==> config.mk <==
export PLATFORM = sky130hd
export DESIGN_NAME = csm_mac
export DESIGN_NICKNAME = d
export VERILOG_FILES = /design/src/sv/csr_sparse_matvec_defines.svh /design/src/sv/csm_pkg.sv /design/src/sv/csm_mac.sv
export SDC_FILE = /design/constraint.sdc
export NUM_CORES = 2
export LEC_CHECK = 0
export BUFFER_PORTS_ARGS = -buffer_cell sky130_fd_sc_hd__clkbuf_2
export CELL_PAD_IN_SITES_DETAIL_PLACEMENT = 2
export CELL_PAD_IN_SITES_GLOBAL_PLACEMENT = 2
export CORE_MARGIN = 2
export CORE_UTILIZATION = 35
export DETAILED_ROUTE_END_ITERATION = 16
export PLACE_DENSITY_LB_ADDON = 0.15
export SETUP_SLACK_MARGIN = 0.15
export SYNTH_ARGS = -nofsm -noshare
export SYNTH_HDL_FRONTEND = slang
export SYNTH_SLANG_ARGS = --single-unit
==> constraint.sdc <==
create_clock -name clk_i -period 10.2 [get_ports clk_i]
set_input_delay 2.04 -clock clk_i [delete_from_list [all_inputs] [get_ports clk_i]]
set_output_delay 2.04 -clock clk_i [all_outputs]
set_load 0.02 [all_outputs]
==> src/sv/csr_sparse_matvec_defines.svh <==
// assertion macros for the sparse matrix-vector block
`ifndef CSR_SPARSE_MATVEC_DEFINES_SVH
`define CSR_SPARSE_MATVEC_DEFINES_SVH

`ifndef NO_ASSERTIONS
// checked outside reset
`define CSM_ASSERT(name, prop, msg) \
  name: assert property (@(posedge clk_i) disable iff (!rst_ni) prop) else $error(msg);
// checked at every edge, reset included
`define CSM_ASSERT_ALWAYS(name, prop, msg) \
  name: assert property (@(posedge clk_i) prop) else $error(msg);
`else
`define CSM_ASSERT(name, prop, msg)
`define CSM_ASSERT_ALWAYS(name, prop, msg)
`endif

`endif

==> src/sv/csm_pkg.sv <==
package csm_pkg;

  localparam int VEC_DEPTH = 1024;
  localparam int VEC_AW    = $clog2(VEC_DEPTH);
  localparam int MAX_ROWS  = 65536;
  localparam int ROW_CW    = $clog2(MAX_ROWS);

  localparam int OPW   = 2;
  localparam int IDXW  = 10;
  localparam int VALW  = 32;
  localparam int ROWW  = 16;
  localparam int SUMW  = 64;
  localparam int VLENW = 11;

  localparam logic [VLENW-1:0] VLEN_RESET = VLENW'(1024);

  localparam int FIFO_DEPTH = 4;
  localparam int FIFO_AW    = $clog2(FIFO_DEPTH);
  localparam int FIFO_CW    = FIFO_AW + 1;

  typedef enum logic [OPW-1:0] {
    OP_LOAD  = 2'd0,
    OP_MAC   = 2'd1,
    OP_EMPTY = 2'd2
  } op_e;

  // item handed from the accept stage to the multiply-accumulate pipe
  typedef struct packed {
    logic                   valid;
    logic [OPW-1:0]         op;
    logic signed [VALW-1:0] value;
    logic                   row_end;
    logic                   in_range;
  } csm_issue_t;

  // occupancy of the multiply-accumulate pipe
  typedef struct packed {
    logic s1_valid;
    logic s2_valid;
  } csm_pipe_t;

  typedef struct packed {
    logic [ROWW-1:0]        row_index;
    logic signed [SUMW-1:0] row_sum;
    logic                   index_error;
  } csm_result_t;

  function automatic logic signed [SUMW-1:0] sat_add(input logic signed [SUMW-1:0] a,
                                                     input logic signed [SUMW-1:0] b);
    logic signed [SUMW-1:0] s;
    s = a + b;
    if ((a[SUMW-1] == b[SUMW-1]) && (s[SUMW-1] != a[SUMW-1])) begin
      s = a[SUMW-1] ? {1'b1, {(SUMW-1){1'b0}}} : {1'b0, {(SUMW-1){1'b1}}};
    end
    return s;
  endfunction

endpackage

==> src/sv/csm_mac.sv <==
module csm_mac import csm_pkg::*; (
  input  logic                   clk_i,
  input  logic                   rst_ni,
  input  csm_issue_t             issue_i,
  input  logic signed [VALW-1:0] vec_data_i,
  output csm_pipe_t              pipe_o,
  output logic                   push_o,
  output csm_result_t            result_o
);

  csm_issue_t             s1_q;
  logic                   s2_valid_q;
  logic [OPW-1:0]         s2_op_q;
  logic                   s2_row_end_q;
  logic                   s2_in_range_q;
  logic signed [SUMW-1:0] s2_prod_q;

  logic signed [SUMW-1:0] acc_q, acc_d, sum;
  logic                   err_q, err_d, err_now;
  logic [ROW_CW-1:0]      row_cnt_q, row_cnt_d;
  logic                   is_mac, emit;

  // stage 1: vector entry arrives from the ram, multiply
  always_ff @(posedge clk_i or negedge rst_ni) begin
    if (!rst_ni) begin
      s1_q       <= '0;
      s2_valid_q <= 1'b0;
    end else begin
      s1_q       <= issue_i;
      s2_valid_q <= s1_q.valid;
    end
  end

  always_ff @(posedge clk_i) begin
    s2_op_q       <= s1_q.op;
    s2_row_end_q  <= s1_q.row_end;
    s2_in_range_q <= s1_q.in_range;
    s2_prod_q     <= SUMW'(s1_q.value) * SUMW'(vec_data_i);
  end

  // stage 2: accumulate and close the row
  always_comb begin
    is_mac    = s2_valid_q && (s2_op_q == OP_MAC);
    sum       = (is_mac && s2_in_range_q) ? sat_add(acc_q, s2_prod_q) : acc_q;
    err_now   = err_q | (is_mac & ~s2_in_range_q);
    emit      = (is_mac && s2_row_end_q) || (s2_valid_q && (s2_op_q == OP_EMPTY));
    acc_d     = sum;
    err_d     = err_now;
    row_cnt_d = row_cnt_q;
    if (emit) begin
      acc_d     = '0;
      err_d     = 1'b0;
      row_cnt_d = (row_cnt_q == ROW_CW'(MAX_ROWS - 1)) ? '0 : row_cnt_q + 1'b1;
    end
  end

  always_ff @(posedge clk_i or negedge rst_ni) begin
    if (!rst_ni) begin
      acc_q     <= '0;
      err_q     <= 1'b0;
      row_cnt_q <= '0;
    end else begin
      acc_q     <= acc_d;
      err_q     <= err_d;
      row_cnt_q <= row_cnt_d;
    end
  end

  assign push_o               = emit;
  assign result_o.row_index   = ROWW'(row_cnt_q);
  assign result_o.row_sum     = sum;
  assign result_o.index_error = err_now;
  assign pipe_o.s1_valid      = s1_q.valid;
  assign pipe_o.s2_valid      = s2_valid_q;

endmodule

==> summary.txt <==
Status
  • Run status: completed

Global routing
  • Antenna violations before repair: 4
  • Number of global-route vias before repair: around 40000
  • Total GRT Usage: around a quarter
  • Largest net degree at the start of global routing: 64
  • Gr ovfl total: 0
  • First-pass GRT wire length: between 200000 and 250000 um

Critical path
  • Kind of start point of the critical path: primary input
  • Critical Path AT: ~10000 ps
  • CP Capture Type: register
  • Crit path cell chain: clkbuf_2 > buf_4 > nand2_1 > fa_1 > fa_1 > fa_1 > inv_1 > fa_1 > fa_1 > fa_1 > fa_1 > fa_1 > ha_1 > nand4_1 > nor4_1 > nor3b_2 > o21ai_2 > a21oi_2 > a311o_2 > a21oi_2 > o31ai_1 > xor2_1
  • WP data required: 10650 ps
  • Critical path class: primary input to register
  • Slowest CP cell: fa_1
  • Critical Path Fanout Max: 20
  • CP peak stage delay: about 580 ps
  • CP dominant cell by count: fa_1

Floorplan
  • Area of the die: 0.134 mm^2
  • Die Ht: 367 um
  • IO Count: 155
  • Die W: 367 um
  • Initial Utilization: roughly a third
  • Row cnt: 133
  • CORE AREA: ~0.13 mm^2

Logic synthesis
  • Yosys top cell area share: 47.2%
  • Cell variety after synth: 77
  • Post-synth top cells: 1084 x fa_1, 1008 x inv_1, 657 x nand2_1, 553 x and2_1, 251 x clkbuf_1
  • Sequential area share after synthesis: a little under a tenth
  • Yosys top cell by area: fa_1
  • Post-synth top flop: dfrtp_1
  • Syn Inst Count: 4976
  • Most numerous cell in the Yosys netlist: fa_1
  • Ys Warns: 0
  • Post-synth ARST share: 63.6%
  • Post-Syn Area: 0.0460 mm^2
  • Syn_area_per_cell: roughly 9.2 um^2
  • Post-synth EDFFs: 0
  • Syn Nets: ~6400
  • FF+latch count, synth: about 190
  • Top post-synthesis cells by area: fa_1 47%, inv_1 8.2%, and2_1 7.5%

CTS
  • Hold-fix buffers, CTS: 0
  • Worst-Skew Late Latency: 550 ps
  • Clock buffer count from CTS: 17
  • # Post-CTS Setup Buffers: 0
  • CTS tree: done
  • Clock transition at path regs: 100 ps
  • Root buf cell: clkbuf_16
  • Post-CTS Resized: 0
  • Longest Clk Path Bufs: 2
  • H-tree depth: 4
  • Num Clock Sinks: 187

Placed design
  • Buffers on Ports: 154
  • Dpl hpwl: about 130000 um
  • RePlAce Congestion: between 0.8 and 0.9
  • # placed instances: 6733

Route
  • Routed len/inst: 22.9 um
  • DRC viols: 0
  • DR vias/cell: 4.99
  • Via count: between 30000 and 40000
  • Final wirelength: ~150000 um
  • Drt pass-1 iters: 5
  • Routed Antenna Nets: 0
  • Drt first-iter violations: roughly 1300

Job
  • MaxCap Viol Count: 0

STA
  • Fin. max-slew vios: 0
  • Final Skew: ~32 ps
  • Worst slew pin tran: 1230 ps
  • Final setup vio count: 0
  • Fin crit period: 9510 ps
  • Final Hold Viols: 0
  • Period Utilization, post-route: 93.3%
  • WHS: 356 ps
  • Highest Clock Rate: between 0.1 and 0.15 GHz
  • Rel. slew slack: 18.1%
  • RSZ-0062 raised after global routing: no

Layout
  • Area growth syn-to-layout: 7.69%
  • Post-Layout Cell Count: between 6000 and 7000
  • Final core occ: ~38%
  • Share of cells above drive strength 1: 6.71%
  • Final net count: 6400

Min path
  • Hold/Removal Path Class: register to register
-- cell type report --
class / count / area, um^2
Antenna cell: 2 / 5.00
Clock buffer: 17 / 425
Fill cell: 14500 / 81400
Tap cell: 1755 / 2200
Timing Repair Buffer: 260 / 1620
Inverter: 1008 / 3780
Clock inverter: 15 / 234
Multi-Input combinational cell: 3523 / 36900
Sequential cell: 187 / 4360
-- per-layer routing --
metal | share of wire, % | GRT usage (%)
met3 | 2.1 | 1.75
met1 | 45 | 31.7
met4 | 1.6 | 4.30
met2 | 51 | 43.3
met5 | 0.0058 | 0
-- stage by stage --
| step | cell area, um^2 | TNS (ps) | setup WS, ps |
|---|---|---|---|
| after floorplan | 46000 | 0 | 901 |
| after CTS | 49500 | 0 | 516 |
| after global placement | 48900 | 0 | 139 |
| after global routing | 49600 | 0 | 285 |
| final | 49600 | 0 | 685 |
| after detailed placement | 48900 | -36.5 | -36.5 |
-- critical path: cells and delay by family --
family                   cells  cell delay [ps]
buffers and inverters        3              800
XOR/XNOR                     1              190
AO/OA/AOI/OAI                5             1100
AND/OR/NAND/NOR              4             1290
adder cells (fa/ha/maj)      9             4550
-- placed cells by master, fill, tap and decap left out, types with 26 or more instances in the layout --
master    count
nor2_1      104
xnor2_1      82
a21o_1       84
nand3_1      48
nand2_1     657
a21oi_1     187
buf_4       102
fa_1       1084
o21ai_0     113
dfrtp_1     103
dfxtp_1      68
inv_1      1008
ha_1        248
xor2_1       55
o21bai_1     27
clkbuf_2    153
and2_1      553
nor3_1       26
-- flip-flops by register name, indices dropped and copies added, names as in the netlist --
register / flops
s2_in_range_q: 1
pipe_o: 1
s2_op_q: 2
s2_row_end_q: 1
s2_prod_q: 64
s1_q: 36
row_cnt_q: 16
s2_valid_q: 1
err_q: 1
acc_q: 64
-- path summary, 6_finish.rpt --
check / to / slack, ps / cells past startpoint / start
setup / recovery: s2_prod_q[61]$_DFF_P_ / 690 / 22 / vec_data_i[8]
hold / removal: s2_op_q[1]$_DFF_P_ / 360 / 0 / s1_q[35]$_DFF_PN0_
setup reg to reg: s2_prod_q[56]$_DFF_P_ / 1510 / 22 / s1_q[33]$_DFF_PN0_
hold reg to reg: s2_op_q[1]$_DFF_P_ / 360 / 0 / s1_q[35]$_DFF_PN0_
max in group asynchronous: s1_q[29]$_DFF_PN0_ / 7180 / 2 / rst_ni
min in group asynchronous: s1_q[8]$_DFF_PN0_ / 1560 / 1 / rst_ni
-- logic make-up after synthesis --
kind of cell,after synthesis,synth area share (%)
compound gates,544,7.39
fa+ha+maj,1332,53.9
flops,187,9.43
xor+xnor,137,2.61
mux,3,0.0680
buf+inv,1266,10.4
simple gates,1507,16.2
Power is left out: the tool's default activity adds up to more than one toggle a clock period on the data nets, which glitch-free logic cannot reach.
